`src/sv/wavp_pkg.sv`:
```
// Shared types and constants of the WAV header and sample parser.
// Holds tags, format codes, result/error codes and the control/status structs.
// No dependencies.
package wavp_pkg;

  // Tags as they sit in the 32-bit assembly register (first byte lowest)
  localparam logic [31:0] TagRiff = 32'h4646_4952;
  localparam logic [31:0] TagWave = 32'h4556_4157;
  localparam logic [31:0] TagFmt  = 32'h2074_6D66;

  localparam logic [15:0] FmtPcm   = 16'h0001;
  localparam logic [15:0] FmtFloat = 16'h0003;

  // Restoring divider steps, one quotient bit each
  localparam int DivSteps = 32;
  localparam int DivisorW = 29;

  typedef enum logic [1:0] {
    KIND_HEADER = 2'd0,
    KIND_SAMPLE = 2'd1,
    KIND_ERROR  = 2'd2
  } kind_e;

  typedef enum logic [1:0] {
    ERR_NOT_RIFF     = 2'd0,
    ERR_NOT_WAVE_FMT = 2'd1,
    ERR_FORMAT       = 2'd2,
    ERR_ZERO_DIV     = 2'd3
  } err_e;

  // Commands from the controller to the datapath
  typedef struct packed {
    logic  shift;
    logic  load_format;
    logic  load_channels;
    logic  load_rate;
    logic  load_bps;
    logic  div_start;
    logic  emit;
    kind_e emit_kind;
    err_e  emit_code;
  } cmd_t;

  // Status from the datapath to the controller
  typedef struct packed {
    logic tag_riff;
    logic tag_wave;
    logic tag_fmt;
    logic fmt_pcm;
    logic fmt_float;
    logic zero_div;
    logic div_done;
    logic frames_zero;
    logic last_sample;
  } sts_t;

  // One result transaction
  typedef struct packed {
    logic [1:0]  result_kind;
    logic [1:0]  error_code;
    logic        is_float;
    logic [15:0] channel_count;
    logic [31:0] sample_rate;
    logic [31:0] frame_count;
    logic [31:0] frame_index;
    logic [15:0] channel_index;
    logic [31:0] sample_bits;
    logic        last_sample;
  } result_t;

endpackage

```
`src/sv/wavp_if.sv`:
```
// Channel interfaces of the WAV parser: byte input and result output.
// Each carries valid, ready and the payload; depends on nothing.
interface wavp_in_if;
  logic       valid;
  logic       ready;
  logic [7:0] stream_byte;
  logic       file_start;

  modport source (output valid, output stream_byte, output file_start, input ready);
  modport sink   (input valid, input stream_byte, input file_start, output ready);
endinterface

interface wavp_out_if;
  logic        valid;
  logic        ready;
  logic [1:0]  result_kind;
  logic [1:0]  error_code;
  logic        is_float;
  logic [15:0] channel_count;
  logic [31:0] sample_rate;
  logic [31:0] frame_count;
  logic [31:0] frame_index;
  logic [15:0] channel_index;
  logic [31:0] sample_bits;
  logic        last_sample;

  modport source (
    output valid, input ready,
    output result_kind, output error_code, output is_float, output channel_count,
    output sample_rate, output frame_count, output frame_index, output channel_index,
    output sample_bits, output last_sample
  );
  modport sink (
    input valid, output ready,
    input result_kind, input error_code, input is_float, input channel_count,
    input sample_rate, input frame_count, input frame_index, input channel_index,
    input sample_bits, input last_sample
  );
endinterface

```
`src/sv/wavp_div.sv`:
```
// Restoring divider, one quotient bit per cycle, for the frame count.
// Depends on wavp_pkg for the step count and divisor width.
module wavp_div
  import wavp_pkg::*;
(
  input  logic                clk_i,
  input  logic                rst_ni,
  input  logic                start_i,
  input  logic [31:0]         dividend_i,
  input  logic [DivisorW-1:0] divisor_i,
  output logic                done_o,
  output logic [31:0]         quotient_o
);

  logic                busy_q, busy_d;
  logic                done_q, done_d;
  logic [4:0]          cnt_q, cnt_d;
  logic [DivisorW-1:0] rem_q, rem_d;
  logic [DivisorW-1:0] dvs_q, dvs_d;
  logic [31:0]         quo_q, quo_d;
  logic [DivisorW:0]   partial;
  logic [DivisorW+1:0] diff;

  // Trial subtract of the divisor from the shifted partial remainder
  assign partial = {rem_q, quo_q[31]};
  assign diff    = {1'b0, partial} - {2'b00, dvs_q};

  always_comb begin
    busy_d = busy_q;
    done_d = done_q;
    cnt_d  = cnt_q;
    rem_d  = rem_q;
    dvs_d  = dvs_q;
    quo_d  = quo_q;
    if (start_i) begin
      busy_d = 1'b1;
      done_d = 1'b0;
      cnt_d  = '0;
      rem_d  = '0;
      dvs_d  = divisor_i;
      quo_d  = dividend_i;
    end else if (busy_q) begin
      if (!diff[DivisorW+1]) begin
        rem_d = diff[DivisorW-1:0];
        quo_d = {quo_q[30:0], 1'b1};
      end else begin
        rem_d = partial[DivisorW-1:0];
        quo_d = {quo_q[30:0], 1'b0};
      end
      cnt_d = cnt_q + 5'd1;
      if (cnt_q == 5'(DivSteps - 1)) begin
        busy_d = 1'b0;
        done_d = 1'b1;
      end
    end
  end

  always_ff @(posedge clk_i or negedge rst_ni) begin
    if (!rst_ni) begin
      busy_q <= 1'b0;
      done_q <= 1'b0;
      cnt_q  <= '0;
    end else begin
      busy_q <= busy_d;
      done_q <= done_d;
      cnt_q  <= cnt_d;
    end
  end

  always_ff @(posedge clk_i) begin
    rem_q <= rem_d;
    dvs_q <= dvs_d;
    quo_q <= quo_d;
  end

  assign done_o     = done_q;
  assign quotient_o = quo_q;

endmodule

```
`src/sv/wavp_dp.sv`:
```
// Datapath of the WAV parser: byte assembly, fmt fields, counters, result register.
// Depends on wavp_pkg and instantiates wavp_div for the frame count.
module wavp_dp
  import wavp_pkg::*;
(
  input  logic       clk_i,
  input  logic       rst_ni,
  input  logic [7:0] stream_byte_i,
  input  cmd_t       cmd_i,
  output sts_t       sts_o,
  output result_t    res_o
);

  logic [31:0]         shift_q, shift_next;
  logic [15:0]         format_q;
  logic [15:0]         chan_q;
  logic [31:0]         rate_q;
  logic [15:0]         bps_q;
  logic [31:0]         frames_q;
  logic [31:0]         frame_cnt_q;
  logic [15:0]         chan_cnt_q;
  result_t             res_q, res_d;
  logic [DivisorW-1:0] divisor;
  logic                div_done;
  logic [31:0]         quotient;
  logic                is_float;
  logic                last_chan;
  logic                last_frame;
  logic [31:0]         sample_val;

  // Newest byte enters at the top, as the stream is little-endian
  assign shift_next = {stream_byte_i, shift_q[31:8]};

  // Frames = size / (bits/8) / channels, taken as one division by the product
  assign divisor = {16'b0, bps_q[15:3]} * {13'b0, chan_q};

  wavp_div u_div (
    .clk_i      (clk_i),
    .rst_ni     (rst_ni),
    .start_i    (cmd_i.div_start),
    .dividend_i (shift_next),
    .divisor_i  (divisor),
    .done_o     (div_done),
    .quotient_o (quotient)
  );

  assign is_float   = (format_q == FmtFloat);
  assign last_chan  = ({1'b0, chan_cnt_q} + 17'd1) >= {1'b0, chan_q};
  assign last_frame = ({1'b0, frame_cnt_q} + 33'd1) >= {1'b0, frames_q};
  assign sample_val = is_float ? shift_next : {{16{shift_next[31]}}, shift_next[31:16]};

  // Status for the controller
  always_comb begin
    sts_o.tag_riff    = (shift_next == TagRiff);
    sts_o.tag_wave    = (shift_next == TagWave);
    sts_o.tag_fmt     = (shift_next == TagFmt);
    sts_o.fmt_pcm     = (format_q == FmtPcm);
    sts_o.fmt_float   = is_float;
    sts_o.zero_div    = (bps_q[15:3] == 13'd0) || (chan_q == 16'd0);
    sts_o.div_done    = div_done;
    sts_o.frames_zero = (quotient == 32'd0);
    sts_o.last_sample = last_chan && last_frame;
  end

  // Build the next result transaction
  always_comb begin
    res_d = res_q;
    if (cmd_i.emit) begin
      res_d             = '0;
      res_d.result_kind = cmd_i.emit_kind;
      unique case (cmd_i.emit_kind)
        KIND_HEADER: begin
          res_d.is_float      = is_float;
          res_d.channel_count = chan_q;
          res_d.sample_rate   = rate_q;
          res_d.frame_count   = quotient;
        end
        KIND_SAMPLE: begin
          res_d.is_float      = is_float;
          res_d.channel_count = chan_q;
          res_d.sample_rate   = rate_q;
          res_d.frame_count   = frames_q;
          res_d.frame_index   = frame_cnt_q;
          res_d.channel_index = chan_cnt_q;
          res_d.sample_bits   = sample_val;
          res_d.last_sample   = last_chan && last_frame;
        end
        KIND_ERROR: begin
          res_d.error_code = cmd_i.emit_code;
        end
        default: begin
          res_d = '0;
        end
      endcase
    end
  end

  // Assembly register, fmt fields and result register
  always_ff @(posedge clk_i) begin
    if (cmd_i.shift) begin
      shift_q <= shift_next;
    end
    if (cmd_i.load_format) begin
      format_q <= shift_next[31:16];
    end
    if (cmd_i.load_channels) begin
      chan_q <= shift_next[31:16];
    end
    if (cmd_i.load_rate) begin
      rate_q <= shift_next;
    end
    if (cmd_i.load_bps) begin
      bps_q <= shift_next[31:16];
    end
    res_q <= res_d;
  end

  // Frame and channel counters: clear at the header, advance per sample
  always_ff @(posedge clk_i) begin
    if (cmd_i.emit && (cmd_i.emit_kind == KIND_HEADER)) begin
      frames_q    <= quotient;
      frame_cnt_q <= '0;
      chan_cnt_q  <= '0;
    end else if (cmd_i.emit && (cmd_i.emit_kind == KIND_SAMPLE)) begin
      if (last_chan) begin
        chan_cnt_q  <= '0;
        frame_cnt_q <= frame_cnt_q + 32'd1;
      end else begin
        chan_cnt_q <= chan_cnt_q + 16'd1;
      end
    end
  end

  assign res_o = res_q;

endmodule

```
`src/sv/wavp_ctrl.sv`:
```
// Controller of the WAV parser: parse phase, byte position and handshakes.
// Depends on wavp_pkg; drives the datapath through cmd_t, reads sts_t.
module wavp_ctrl
  import wavp_pkg::*;
(
  input  logic clk_i,
  input  logic rst_ni,
  input  logic in_valid_i,
  input  logic in_file_start_i,
  input  logic out_ready_i,
  input  sts_t sts_i,
  output logic in_ready_o,
  output logic out_valid_o,
  output cmd_t cmd_o
);

  localparam logic [2:0] PhRiff    = 3'd0;
  localparam logic [2:0] PhRsize   = 3'd1;
  localparam logic [2:0] PhWaveFmt = 3'd2;
  localparam logic [2:0] PhFields  = 3'd3;
  localparam logic [2:0] PhFloatX  = 3'd4;
  localparam logic [2:0] PhDataHdr = 3'd5;
  localparam logic [2:0] PhSamples = 3'd6;
  localparam logic [2:0] PhIdle    = 3'd7;

  // Byte positions within each phase
  localparam logic [4:0] PosTagEnd   = 5'd3;
  localparam logic [4:0] PosFmtEnd   = 5'd7;
  localparam logic [4:0] PosFormat   = 5'd5;
  localparam logic [4:0] PosChannels = 5'd7;
  localparam logic [4:0] PosRate     = 5'd11;
  localparam logic [4:0] PosBps      = 5'd19;
  localparam logic [4:0] PosFloatEnd = 5'd13;
  localparam logic [4:0] PosSizeEnd  = 5'd7;
  localparam logic [4:0] PosPcmLast  = 5'd1;
  localparam logic [4:0] PosFltLast  = 5'd3;

  logic [2:0] phase_q, phase_d, phase_eff;
  logic [4:0] pos_q, pos_d, pos_eff;
  logic       tag_bad_q, tag_bad_d, tag_bad_eff;
  logic       wait_q, wait_d;
  logic       out_valid_q, out_valid_d;
  logic       out_free;
  logic       accept;

  assign out_free   = !out_valid_q || out_ready_i;
  assign in_ready_o = !wait_q && out_free;
  assign accept     = in_valid_i && in_ready_o;

  // A file start restarts the parse with this byte
  assign phase_eff   = in_file_start_i ? PhRiff : phase_q;
  assign pos_eff     = in_file_start_i ? 5'd0 : pos_q;
  assign tag_bad_eff = in_file_start_i ? 1'b0 : tag_bad_q;

  always_comb begin
    cmd_o     = '0;
    phase_d   = phase_q;
    pos_d     = pos_q;
    tag_bad_d = tag_bad_q;
    wait_d    = wait_q;
    if (wait_q) begin
      // Hold until the quotient is in and the output register is free
      if (sts_i.div_done && out_free) begin
        cmd_o.emit      = 1'b1;
        cmd_o.emit_kind = KIND_HEADER;
        wait_d          = 1'b0;
        phase_d         = sts_i.frames_zero ? PhIdle : PhSamples;
      end
    end else if (accept) begin
      phase_d   = phase_eff;
      pos_d     = pos_eff;
      tag_bad_d = tag_bad_eff;
      if (phase_eff != PhIdle) begin
        cmd_o.shift = 1'b1;
        pos_d       = pos_eff + 5'd1;
        unique case (phase_eff)
          PhRiff: begin
            if (pos_eff == PosTagEnd) begin
              pos_d = '0;
              if (!sts_i.tag_riff) begin
                cmd_o.emit      = 1'b1;
                cmd_o.emit_kind = KIND_ERROR;
                cmd_o.emit_code = ERR_NOT_RIFF;
                phase_d         = PhIdle;
              end else begin
                phase_d = PhRsize;
              end
            end
          end
          PhRsize: begin
            if (pos_eff == PosTagEnd) begin
              pos_d   = '0;
              phase_d = PhWaveFmt;
            end
          end
          PhWaveFmt: begin
            if (pos_eff == PosTagEnd) begin
              tag_bad_d = !sts_i.tag_wave;
            end else if (pos_eff == PosFmtEnd) begin
              pos_d = '0;
              if (tag_bad_eff || !sts_i.tag_fmt) begin
                cmd_o.emit      = 1'b1;
                cmd_o.emit_kind = KIND_ERROR;
                cmd_o.emit_code = ERR_NOT_WAVE_FMT;
                phase_d         = PhIdle;
              end else begin
                phase_d = PhFields;
              end
            end
          end
          PhFields: begin
            cmd_o.load_format   = (pos_eff == PosFormat);
            cmd_o.load_channels = (pos_eff == PosChannels);
            cmd_o.load_rate     = (pos_eff == PosRate);
            cmd_o.load_bps      = (pos_eff == PosBps);
            if (pos_eff == PosBps) begin
              pos_d = '0;
              if (!sts_i.fmt_pcm && !sts_i.fmt_float) begin
                cmd_o.emit      = 1'b1;
                cmd_o.emit_kind = KIND_ERROR;
                cmd_o.emit_code = ERR_FORMAT;
                phase_d         = PhIdle;
              end else begin
                phase_d = sts_i.fmt_float ? PhFloatX : PhDataHdr;
              end
            end
          end
          PhFloatX: begin
            if (pos_eff == PosFloatEnd) begin
              pos_d   = '0;
              phase_d = PhDataHdr;
            end
          end
          PhDataHdr: begin
            if (pos_eff == PosSizeEnd) begin
              pos_d = '0;
              if (sts_i.zero_div) begin
                cmd_o.emit      = 1'b1;
                cmd_o.emit_kind = KIND_ERROR;
                cmd_o.emit_code = ERR_ZERO_DIV;
                phase_d         = PhIdle;
              end else begin
                cmd_o.div_start = 1'b1;
                wait_d          = 1'b1;
              end
            end
          end
          PhSamples: begin
            if (pos_eff == (sts_i.fmt_float ? PosFltLast : PosPcmLast)) begin
              pos_d           = '0;
              cmd_o.emit      = 1'b1;
              cmd_o.emit_kind = KIND_SAMPLE;
              if (sts_i.last_sample) begin
                phase_d = PhIdle;
              end
            end
          end
          default: begin
            phase_d = PhIdle;
          end
        endcase
      end
    end
  end

  // Output valid: set on a new result, drop once taken
  always_comb begin
    out_valid_d = out_valid_q;
    if (cmd_o.emit) begin
      out_valid_d = 1'b1;
    end else if (out_ready_i) begin
      out_valid_d = 1'b0;
    end
  end

  always_ff @(posedge clk_i or negedge rst_ni) begin
    if (!rst_ni) begin
      phase_q     <= PhRiff;
      pos_q       <= '0;
      tag_bad_q   <= 1'b0;
      wait_q      <= 1'b0;
      out_valid_q <= 1'b0;
    end else begin
      phase_q     <= phase_d;
      pos_q       <= pos_d;
      tag_bad_q   <= tag_bad_d;
      wait_q      <= wait_d;
      out_valid_q <= out_valid_d;
    end
  end

  assign out_valid_o = out_valid_q;

endmodule

```
`src/sv/wav_header_and_sample_parser.sv`:
```
// Top level of the WAV header and sample parser.
// Depends on wavp_pkg, wavp_if, wavp_ctrl and wavp_dp.
//
//  channel  dir  payload                                        transaction
//  in_i     in   stream_byte, file_start                        one file byte
//  out_o    out  result_kind, error_code, is_float, counts,     header, sample
//                rate, frame/channel index, sample_bits, last    or error
//
// One byte is taken per cycle while the result register is free and no divide runs.
// The data size byte starts a bit-serial divide for the frame count;
// input stalls until the quotient is in and the header result leaves.
// A result waiting in the output register holds input until it is taken.
// Reset (rst_ni low, asynchronous) returns the parser to the RIFF tag.
module wav_header_and_sample_parser
  import wavp_pkg::*;
(
  input logic       clk_i,
  input logic       rst_ni,
  wavp_in_if.sink   in_i,
  wavp_out_if.source out_o
);

  cmd_t    cmd;
  sts_t    sts;
  result_t res;

  wavp_ctrl u_ctrl (
    .clk_i           (clk_i),
    .rst_ni          (rst_ni),
    .in_valid_i      (in_i.valid),
    .in_file_start_i (in_i.file_start),
    .out_ready_i     (out_o.ready),
    .sts_i           (sts),
    .in_ready_o      (in_i.ready),
    .out_valid_o     (out_o.valid),
    .cmd_o           (cmd)
  );

  wavp_dp u_dp (
    .clk_i         (clk_i),
    .rst_ni        (rst_ni),
    .stream_byte_i (in_i.stream_byte),
    .cmd_i         (cmd),
    .sts_o         (sts),
    .res_o         (res)
  );

  // Drive the result payload
  assign out_o.result_kind   = res.result_kind;
  assign out_o.error_code    = res.error_code;
  assign out_o.is_float      = res.is_float;
  assign out_o.channel_count = res.channel_count;
  assign out_o.sample_rate   = res.sample_rate;
  assign out_o.frame_count   = res.frame_count;
  assign out_o.frame_index   = res.frame_index;
  assign out_o.channel_index = res.channel_index;
  assign out_o.sample_bits   = res.sample_bits;
  assign out_o.last_sample   = res.last_sample;

endmodule

```
`src/flat_wrapper.sv`:
```
// flat-port wrapper written by rule: the top's interface ports become plain ports
module wav_header_and_sample_parser_flat import wavp_pkg::*;
  (clk_i, rst_ni, in_i_valid, in_i_stream_byte, in_i_file_start, in_i_ready, out_o_valid, out_o_ready, out_o_result_kind, out_o_error_code, out_o_is_float, out_o_channel_count, out_o_sample_rate, out_o_frame_count, out_o_frame_index, out_o_channel_index, out_o_sample_bits, out_o_last_sample);
  wavp_in_if in_i_i ();
  wavp_out_if out_o_i ();
  input logic clk_i;
  input logic rst_ni;
  input wire logic [$bits(in_i_i.valid)-1:0] in_i_valid;
  input wire logic [$bits(in_i_i.stream_byte)-1:0] in_i_stream_byte;
  input wire logic [$bits(in_i_i.file_start)-1:0] in_i_file_start;
  output wire logic [$bits(in_i_i.ready)-1:0] in_i_ready;
  output wire logic [$bits(out_o_i.valid)-1:0] out_o_valid;
  input wire logic [$bits(out_o_i.ready)-1:0] out_o_ready;
  output wire logic [$bits(out_o_i.result_kind)-1:0] out_o_result_kind;
  output wire logic [$bits(out_o_i.error_code)-1:0] out_o_error_code;
  output wire logic [$bits(out_o_i.is_float)-1:0] out_o_is_float;
  output wire logic [$bits(out_o_i.channel_count)-1:0] out_o_channel_count;
  output wire logic [$bits(out_o_i.sample_rate)-1:0] out_o_sample_rate;
  output wire logic [$bits(out_o_i.frame_count)-1:0] out_o_frame_count;
  output wire logic [$bits(out_o_i.frame_index)-1:0] out_o_frame_index;
  output wire logic [$bits(out_o_i.channel_index)-1:0] out_o_channel_index;
  output wire logic [$bits(out_o_i.sample_bits)-1:0] out_o_sample_bits;
  output wire logic [$bits(out_o_i.last_sample)-1:0] out_o_last_sample;
  assign in_i_i.valid = in_i_valid;
  assign in_i_i.stream_byte = in_i_stream_byte;
  assign in_i_i.file_start = in_i_file_start;
  assign in_i_ready = in_i_i.ready;
  assign out_o_valid = out_o_i.valid;
  assign out_o_i.ready = out_o_ready;
  assign out_o_result_kind = out_o_i.result_kind;
  assign out_o_error_code = out_o_i.error_code;
  assign out_o_is_float = out_o_i.is_float;
  assign out_o_channel_count = out_o_i.channel_count;
  assign out_o_sample_rate = out_o_i.sample_rate;
  assign out_o_frame_count = out_o_i.frame_count;
  assign out_o_frame_index = out_o_i.frame_index;
  assign out_o_channel_index = out_o_i.channel_index;
  assign out_o_sample_bits = out_o_i.sample_bits;
  assign out_o_last_sample = out_o_i.last_sample;
  wav_header_and_sample_parser u_core (.clk_i(clk_i), .rst_ni(rst_ni), .in_i(in_i_i), .out_o(out_o_i));
endmodule
```
`config.mk`:
```
export PLATFORM = sky130hd
export DESIGN_NAME = wav_header_and_sample_parser_flat
export DESIGN_NICKNAME = d
export VERILOG_FILES = /design/src/sv/wavp_pkg.sv /design/src/sv/wavp_if.sv /design/src/sv/wavp_div.sv /design/src/sv/wavp_dp.sv /design/src/sv/wavp_ctrl.sv /design/src/sv/wav_header_and_sample_parser.sv /design/src/flat_wrapper.sv
export SDC_FILE = /design/constraint.sdc
export NUM_CORES = 1
export LEC_CHECK = 0
export ABC_AREA = 1
export BUFFER_PORTS_ARGS = -buffer_cell sky130_fd_sc_hd__buf_2
export CORE_UTILIZATION = 59
export DETAILED_ROUTE_END_ITERATION = 6
export PLACE_DENSITY = 0.78
export SLEW_MARGIN = 10
export SYNTH_ARGS = -nofsm -noshare
export SYNTH_HDL_FRONTEND = slang
export SYNTH_SLANG_ARGS = --single-unit
```
`constraint.sdc`:
```
create_clock -name clk_i -period 9.9 [get_ports clk_i]
set_input_delay 0.99 -clock clk_i [delete_from_list [all_inputs] [get_ports clk_i]]
set_output_delay 0.99 -clock clk_i [all_outputs]
set_load 0.05 [all_outputs]
```
Yosys cells after proc, flatten, opt, wreduce, memory -nomap -nowiden
Index checks and enable logic that the tools add are counted.
{"block": "totals", "elab_cells": 176, "regBits": 466}
{"block": "op_classes", "n_eq_ne": 23, "n_lt_le_gt_ge": 2, "add_sub_neg": 7, "n_bitwise": 4, "muxes": 78, "mul": 1, "reduce_logical": 32}
{"op": "81-bit one-hot mux with 2 select lines", "count": 1}
{"op": "5-bit two-way mux", "count": 18}
{"op": "32-bit by 31-bit equality test with 1-bit output, second input constant", "count": 2}
{"op": "32-bit two-way mux", "count": 2}
{"op": "3-bit two-way mux", "count": 20}
{"op": "32-bit by 1-bit adder with 33-bit output, second input constant", "count": 1}
{"op": "33-bit by 32-bit greater-or-equal comparator with 1-bit output", "count": 1}
{"op": "32-bit by 1-bit adder with 32-bit output, second input constant", "count": 1}
{"op": "32-bit by 30-bit equality test with 1-bit output, second input constant", "count": 1}
{"op": "32-bit zero test", "count": 1}
{"op": "31-bit two-way mux", "count": 1}
{"op": "30-bit by 29-bit subtractor with 31-bit output", "count": 1}
{"op": "5-bit one-hot mux with 6 select lines", "count": 1}
{"op": "13-bit by 16-bit multiplier with 29-bit output", "count": 1}
{"op": "29-bit two-way mux", "count": 1}
{"op": "1-bit two-way mux", "count": 23}
{"op": "11-bit two-way mux", "count": 2}
{"op": "3-bit one-hot mux with 7 select lines", "count": 1}
{"op": "16-bit by 1-bit adder with 17-bit output, second input constant", "count": 1}
{"op": "17-bit by 16-bit greater-or-equal comparator with 1-bit output", "count": 1}
{"op": "16-bit by 1-bit adder with 16-bit output, second input constant", "count": 1}
{"op": "16-bit by 1-bit equality test with 1-bit output, second input constant", "count": 1}
{"op": "16-bit by 2-bit equality test with 1-bit output, second input constant", "count": 1}
{"op": "16-bit zero test", "count": 1}
{"op": "31 further kinds", "count": 62}

Logic depth before layout (Yosys ltp)
Gate-level depths: netlist (run 1).
{"block": "logic_depth", "depth_word": 13, "ltp_mapped": 25, "ltp_nobuf": 24}

Cells and area by module
Synthesis (run 1) repeated with hierarchy kept, for this count alone.
{"block": "hier_totals", "cells_unflattened": 3449, "hier_area_um2": 29498.3}
{"mod": "wavp_dp", "cells_per_inst": 2332, "instances": 1, "area_each_um2": 22024.9}
{"mod": "wavp_div", "cells_per_inst": 917, "instances": 1, "area_each_um2": 6314.8}
{"mod": "wavp_ctrl", "cells_per_inst": 200, "instances": 1, "area_each_um2": 1158.6}

Least setup slack after synthesis (run 1)
No wires, ideal clock.
{"block": "synth_timing", "path_type": "input to register", "startpoint": "input port in_i_file_start", "endpoint": "register u_core.u_dp.res_q, in the netlist u_core.u_dp.res_o[0], enable pin", "t_arrival_ps": 5981, "stages": 12, "slack_ps": 2139, "path_cell_list": "buf_4 nor2_1 ha_1 nand2_1 nor2_2 nand3_1 nand2_1 inv_1 nand2_2 nand2_2 buf_2 nand3_1"}
{"element": "from (decl)", "line": "flat_wrapper.sv:10", "text": "input wire logic [$bits(in_i_i.file_start)-1:0] in_i_file_start;"}
{"element": "to (signal assigned)", "line": "wavp_dp.sv:115", "text": "res_q <= res_d;"}
{"element": "to (decl)", "line": "wavp_dp.sv:22", "text": "result_t res_q, res_d;"}

Final worst setup path (run 1)
{"block": "layout_timing", "startpoint": "register u_core.u_dp.chan_q[7]", "endpoint": "register u_core.u_dp.u_div.dvs_q[27] (data pin)"}
{"block": "layout_via", "elab_chain_len": 1}
{"element": "from (decl)", "line": "wavp_dp.sv:16", "text": "logic [15:0] chan_q;"}
{"element": "from (signal assigned)", "line": "wavp_dp.sv:107", "text": "chan_q <= shift_next[31:16];"}
{"element": "13-bit by 16-bit multiplier with 29-bit output", "line": "wavp_dp.sv:35", "text": "assign divisor = {16'b0, bps_q[15:3]} * {13'b0, chan_q};"}
{"element": "net u_core.u_dp.divisor[27]", "line": "wavp_dp.sv:23", "text": "logic [DivisorW-1:0] divisor;"}
{"element": "to (signal assigned)", "line": "wavp_div.sv:72", "text": "dvs_q <= dvs_d;"}
{"element": "to (decl)", "line": "wavp_div.sv:19", "text": "logic [DivisorW-1:0] dvs_q, dvs_d;"}
The timed path passes the listed nets, and every way through them passes these cells.
A chain may end at the register's enable or synchronous reset.

==> results of run 1 <==
[how the worst max path moves through the flow]
| stage | from | to | slack (ps) | cells past startpoint |
|---|---|---|---|---|
| floorplan | in_i_file_start | u_core.u_dp.res_o[0] | 2140 | 12 |
| global placement | u_core.u_dp.bps_q[12] | u_core.u_dp.u_div.dvs_q[27] | 4000 | 19 |
| detailed placement | u_core.u_dp.bps_q[12] | u_core.u_dp.u_div.dvs_q[27] | 3910 | 19 |
| CTS | u_core.u_dp.bps_q[12] | u_core.u_dp.u_div.dvs_q[27] | 3840 | 19 |
| global route | u_core.u_dp.bps_q[12] | u_core.u_dp.u_div.dvs_q[25] | 3490 | 19 |
| finish | u_core.u_dp.chan_q[7] | u_core.u_dp.u_div.dvs_q[27] | 3880 | 19 |
[cells in the mapped netlist (37+ instances only)]
cell / count
edfxtp_1: 360
fa_1: 155
nand3_1: 153
a21oi_1: 163
ha_1: 157
xor2_1: 70
nor2_1: 237
o21ai_0: 124
nand4_1: 37
inv_1: 614
dfxtp_1: 77
nor3_1: 41
nand2_1: 688
clkbuf_1: 58
[flip-flops by register name, summed over array words and instances, names as in the netlist, 24 cells and up]
name	cells
u_core.u_dp.shift_q	24
u_core.u_dp.frames_q	32
u_core.u_dp.u_div.quotient_o	32
u_core.u_dp.rate_q	32
u_core.u_dp.res_o	166
u_core.u_dp.frame_cnt_q	32
u_core.u_dp.u_div.dvs_q	29
u_core.u_dp.u_div.rem_q	29
[routing by layer]
| metal | part of all wire, % | vias up | routed length [um] |
|---|---|---|---|
| met5 | 0.031 | - | 23 |
| met3 | 8.6 | 144 | 6490 |
| met2 | 46 | 976 | 34400 |
| li1 | - | 10322 | - |
| met1 | 43 | 10551 | 32100 |
| met4 | 3.1 | 4 | 2340 |
[report_power, final]
group          leakage (nW)  switching, mW  internal (mW)
clock network         0.769          0.766           1.06
registers              4.05          0.172           2.33
logic                  10.1          0.914          0.447
[stage by stage]
step | utilization [%] | hold WS [ps] | setup slack [ps] | cells | cell area, um2
after floorplan | - | 443 | 2140 | 3147 | 28500
after global placement | 62.5 | 453 | 4000 | 3844 | 29800
after detailed placement | 62.5 | 457 | 3910 | 3844 | 29800
after CTS | 65.8 | 360 | 3840 | 3930 | 31300
after global routing | 65.8 | 383 | 3490 | 3931 | 31300
final | 65.8 | 370 | 3880 | 3933 | 31300
[kinds of logic after synthesis]
kind of cell / synth area share, %
and+or+nand+nor: 17.9
buffers and inverters: 10.0
DFF: 44.9
AOI/OAI and AO/OA: 6.76
adders and majority gates: 17.8
xor gates and xnor gates: 2.61
[cell type report]
type	instances	area, um2	share of cell area (%)
Antenna cell	3	7.51	0.0240
Clock inverter	26	314	1.00
Timing Repair Buffer	188	973	3.11
Inverter	620	2330	7.43
Clock buffer	60	1250	4.00
Tap cell	615	769	2.46
Sequential cell	455	12800	40.9
Multi-Input combinational cell	1966	12900	41.1
==> impl_metrics.yaml, run 1 <==
status:
  status: "completed"
yosys:
  avgSynthCellArea_um2: 9.06
  synth_top_flop_cell: "edfxtp_1"
  synth_area_leaders: "edfxtp_1 38%, fa_1 11%, nand2_1 9.1%, inv_1 8.1%, ha_1 6.9%"
  ys_types: 51
  yosysSeqAreaShare_pct: 44.9
  synth_area_um2: 28500
  synth_nets: 3472
  async_reset_ff_share_pct: 3.96
  synth_top_cell_by_area: "edfxtp_1"
  yosys_warnings: 0
  synth_cells: 3147
  synth_edf_count: 360
  synth-seq-cells: 455
  synth_top_area_share_pct: 37.9
setup_path:
  cp_cell_sequence: "nand2_1, fa_1, inv_1, fa_1, fa_1, fa_1, inv_1, fa_1, inv_1, ha_1, nand2_1, nor2_1, nand4_1, o21ai_0, a21oi_1, o21ai_0, nand2_1, nand3_1, nand2_1"
  cp-end-kind: "flop"
  critical_path.slowest_cell: "edfxtp_1"
  critPathLaunchType: "flop"
  worst-path-max-fanout: 15
  critPathKind: "reg2reg"
  ff2ff_setup_slack_ps: 3880
  crit_top_cell: "fa_1"
  r2r_end: "u_core.u_dp.u_div.dvs_q[27]"
  cpLargestDelayFamily: "adder cells"
  path_buf_inv: 3
  required_ps: 10220
  arrival_ps: 6340
  reg2regPathDepth: 19
  slowest_delay_ps: 780
  r2r_start: "u_core.u_dp.chan_q[7]"
sta:
  timing_hold_violations_final: 0
  fin_skew_ps: 26.4
  rsz0062_at_grt: "no"
  finalCritPeriodShare_pct: 60.8
  drv_slew: 0
  tightest_slew_ps: 1220
  slew_headroom_pct: 18.0
  period_needed_ps: 6020
  setup_viol: 0
  fmax_mhz: 166
  setup-tns-final_ps: 0
floorplanning:
  start_util_pct: 59.8
  ios: 181
  std_cell_rows: 80
  fp.dieH_um: 222
  core_area_um2: 47600
  die_area_um2: 49200
  die_width_um: 222
routing:
  ant_nets: 0
  vias_per_cell: 5.59
  drtIter0Drc: 2042
  totalWireLength_mm: 75.3
  drc: 0
  drt-pass1-iter-count: 6
  vias: 21997
  wl_per_cell_um: 19.2
finish:
  layout_common_cells: "688 x nand2_1, 614 x inv_1, 360 x edfxtp_1, 234 x nor2_1, 180 x buf_2"
  drive_gt1_share_pct: 9.11
  area.growth.synth_to_final_pct: 9.95
  layout.cells.most_common: "nand2_1"
  fillCellCount: 3862
  nets: 3603
global_routing:
  grt.overflow.total: 0
  met3_usage_pct: 6.31
  busiest_layer: "met2"
  grt_use_met2_pct: 48.0
  antenna_found_initial: 3
  use_met1_pct: 43.3
  grt_pass1_wl_mm: 118
  grt_max_degree: 123
  grt_usage_pct: 30.8
  grt_pass1_vias: 21557
cts:
  numCtsBuffers: 47
  clk_pin_slew_ps: 70
  hold_buffers: 0
  cts.sinks: 455
  cts_root_buffer: "clkbuf_16"
  ctsLongestPathBuffers: 3
  cts_resized: 0
  h-tree-depth: 2
  cts_setup_buffers: 0
  cts_tree: "yes"
  clock_latency_ps: 600
power:
  p_per_area_nw_per_um2: 181
  p_leak_nw: 14.9
  peakVddDrop_uv: 183
  power.total_mw: 5.69
hold_path:
  worstHoldPathType: "in2async"
placement:
  hpwl_mm: 55.0
  routabilityCongestion: 0.918
  portBuffers: 180
run:
  cap_violations: 0
Note: power is estimated with default switching activity, not from simulation.
==> inputs of run 2 (changes only) <==
CORE_UTILIZATION = 56   (was 59)
PLACE_DENSITY = 0.77   (was 0.78)
clock period = 5.1 ns   (was 9.9 ns; I/O delays follow)
==> run 2 against run 1 <==
  * The run now ends with negative setup slack left
  * Hold slack got worse by 81 ps
  * Total power up 96%
  * Critical path type unchanged
  * Global-route usage is 2.5 points lower
  * Die area rose by 5.3%
  * Register-to-register slack lost 3900 ps
  * Cell area rose by 5.9%
  * Critical endpoint is now u_core.u_dp.u_div.dvs_q[25]
==> impl_metrics.yaml, run 2 (same netlist as run 1, synthesis figures left out) <==
global_routing:
  grt.overflow.total: 0
  grt_usage_pct: 28.3
  grt_max_degree: 85
  grt_pass1_vias: 21144
  antenna_found_initial: 1
  grt_pass1_wl_mm: 114
setup_path:
  cp-end-kind: "flop"
  critPathKind: "reg2reg"
  slowest_delay_ps: 570
  critical_path.slowest_cell: "fa_1"
  arrival_ps: 5470
  worst-path-max-fanout: 6
  path_buf_inv: 5
  critPathLaunchType: "flop"
  crit_top_cell: "fa_1"
  cp_cell_sequence: "buf_4, nand2_1, inv_1, fa_1, fa_1, fa_1, inv_2, fa_1, inv_2, fa_1, ha_1, buf_6, nand2_4, nor2_4, nand4_1, o21ai_2, a21oi_2, o21ai_2, nand2_1, nand3_1, nand2_1"
  required_ps: 5420
  cpLargestDelayFamily: "adder cells"
finish:
  layout.cells.most_common: "nand2_1"
  nets: 3768
  layout_common_cells: "677 x nand2_1, 599 x inv_1, 360 x edfxtp_1, 234 x nor2_1, 181 x buf_2"
  largest_reg_flops: 166
  final_area_um2: 33200
  area.growth.synth_to_final_pct: 16.4
  drive_gt1_share_pct: 15.4
  num_antenna_cells: 0
routing:
  vias_per_cell: 5.46
  drt-pass1-iter-count: 7
  drc: 0
  drtIter0Drc: 2242
  totalWireLength_mm: 74.3
  wl_per_cell_um: 17.9
  vias: 22667
  ant_nets: 0
cts:
  cts_tree: "yes"
  clk_pin_slew_ps: 60
  cts_root_buffer: "clkbuf_16"
  numCtsBuffers: 47
  ctsLongestPathBuffers: 3
  cts.sinks: 455
  clock_latency_ps: 600
  h-tree-depth: 2
power:
  peakVddDrop_uv: 269
  power.total_mw: 11.2
  p_leak_nw: 15.8
  p_per_area_nw_per_um2: 336
run:
  cap_violations: 0
floorplanning:
  die_area_um2: 51800
  fp.dieH_um: 228
  std_cell_rows: 82
  ios: 181
  start_util_pct: 56.8
  die_width_um: 228
  core_area_um2: 50200
sta:
  period_needed_ps: 5150
  finalCritPeriodShare_pct: 101
  rsz0062_at_grt: "yes"
  setup_slack_ps: -45.9
  fmax_mhz: 194
  setup_viol: 3
  fin_skew_ps: 37.6
  slew_headroom_pct: 22.3
  setup-tns-final_ps: -92.9
  timing_hold_violations_final: 0
  drv_slew: 0
  tightest_slew_ps: 1160
placement:
  hpwl_mm: 54.2
  placed_area_um2: 30700
  routabilityCongestion: 0.957
  portBuffers: 180
status:
  violations: "negative setup slack"
  status: "finished, violations left"
hold_path:
  worstHoldPathType: "in2reg"
run 2: cell types whose count changed in the layout (fill, tap and decap cells not counted), sizes merged, moves of 2 or more:
cell | before | now
buf | 188 | 352
bufinv | 6 | 8
clkbuf | 60 | 57
clkinv | 13 | 16
diode | 3 | 0
inv | 625 | 623
run 2: layer usage:
| metal | vias up | global-route usage, % | share of wire [%] |
|---|---|---|---|
| met3 | 150 | 4.34 | 8.5 |
| met1 | 10801 | 40.7 | 43 |
| met2 | 1045 | 44.3 | 46 |
| met5 | - | 0 | 0.015 |
| met4 | 2 | 8.81 | 3.0 |
| li1 | 10669 | - | - |
run 2: layout make-up:
class                   count  area (um2)
inverters                 620        2330
flip-flops and latches    455       12800
clock buffers              57        1240
fillers                  3941       17000
multi-input cells        1966       13200
clock inverters            29         415
repair buffers            353        2330
well taps                 672         841
run 2: path summary, 6_finish.rpt:
kind | endpoint | slack, ps | from | cells past startpoint
max reg2reg | u_core.u_dp.u_div.dvs_q[25] | -50 | u_core.u_dp.bps_q[13] | 21
min in group asynchronous | u_core.u_ctrl.pos_q[2] | 430 | rst_ni | 2
min reg2reg | u_core.u_dp.chan_cnt_q[15] | 470 | u_core.u_dp.chan_cnt_q[15] | 2
max | u_core.u_dp.u_div.dvs_q[25] | -50 | u_core.u_dp.bps_q[13] | 21
max in group asynchronous | u_core.u_dp.u_div.cnt_q[4] | 4320 | rst_ni | 2
min | u_core.u_dp.format_q[13] | 290 | in_i_stream_byte[5] | 1
run 2: power breakdown:
part           leakage [nW]  total, mW  switching [mW]  internal [mW]
sequential             4.05       4.85           0.332           4.51
combinational          11.0       2.63            1.76          0.875
clock                 0.803       3.68            1.51           2.17
total                  15.8       11.2            3.60           7.56
run 2: per-stage QoR:
stage | std cells | worst slack (ps) | util, % | hold slack (ps)
global route | 4152 | -225 | 66.2 | 269
detailed placement | 4018 | -314 | 61.3 | 462
global placement | 4018 | -265 | 61.3 | 453
floorplan | 3147 | -99.6 | - | 214
CTS | 4126 | 3.05 | 65.2 | 266
finish | 4152 | -45.9 | 66.2 | 289
run 2: what timing repair did:
| item | 4_1_cts | 5_1_grt |
|---|---|---|
| resized for setup | 32 | 74 |
| hold endpoints to repair | 18 | 0 |
| pin swaps | 23 | 81 |
| endpoints found under the setup margin | 11 | 14 |
| buffers inserted | 22 | 27 |
| hold buffers | 1 | 0 |
| cloned | 0 | 1 |
run 2: worst register-to-register path: cells and delay by family, from the launching register on:
| family | cells | cell delay (ps) |
|---|---|---|
| buffers and inverters | 5 | 450 |
| AND/OR/NAND/NOR | 7 | 590 |
| flip-flops | 1 | 390 |
| AO/OA/AOI/OAI | 3 | 560 |
| adder cells (fa/ha/maj) | 6 | 2900 |
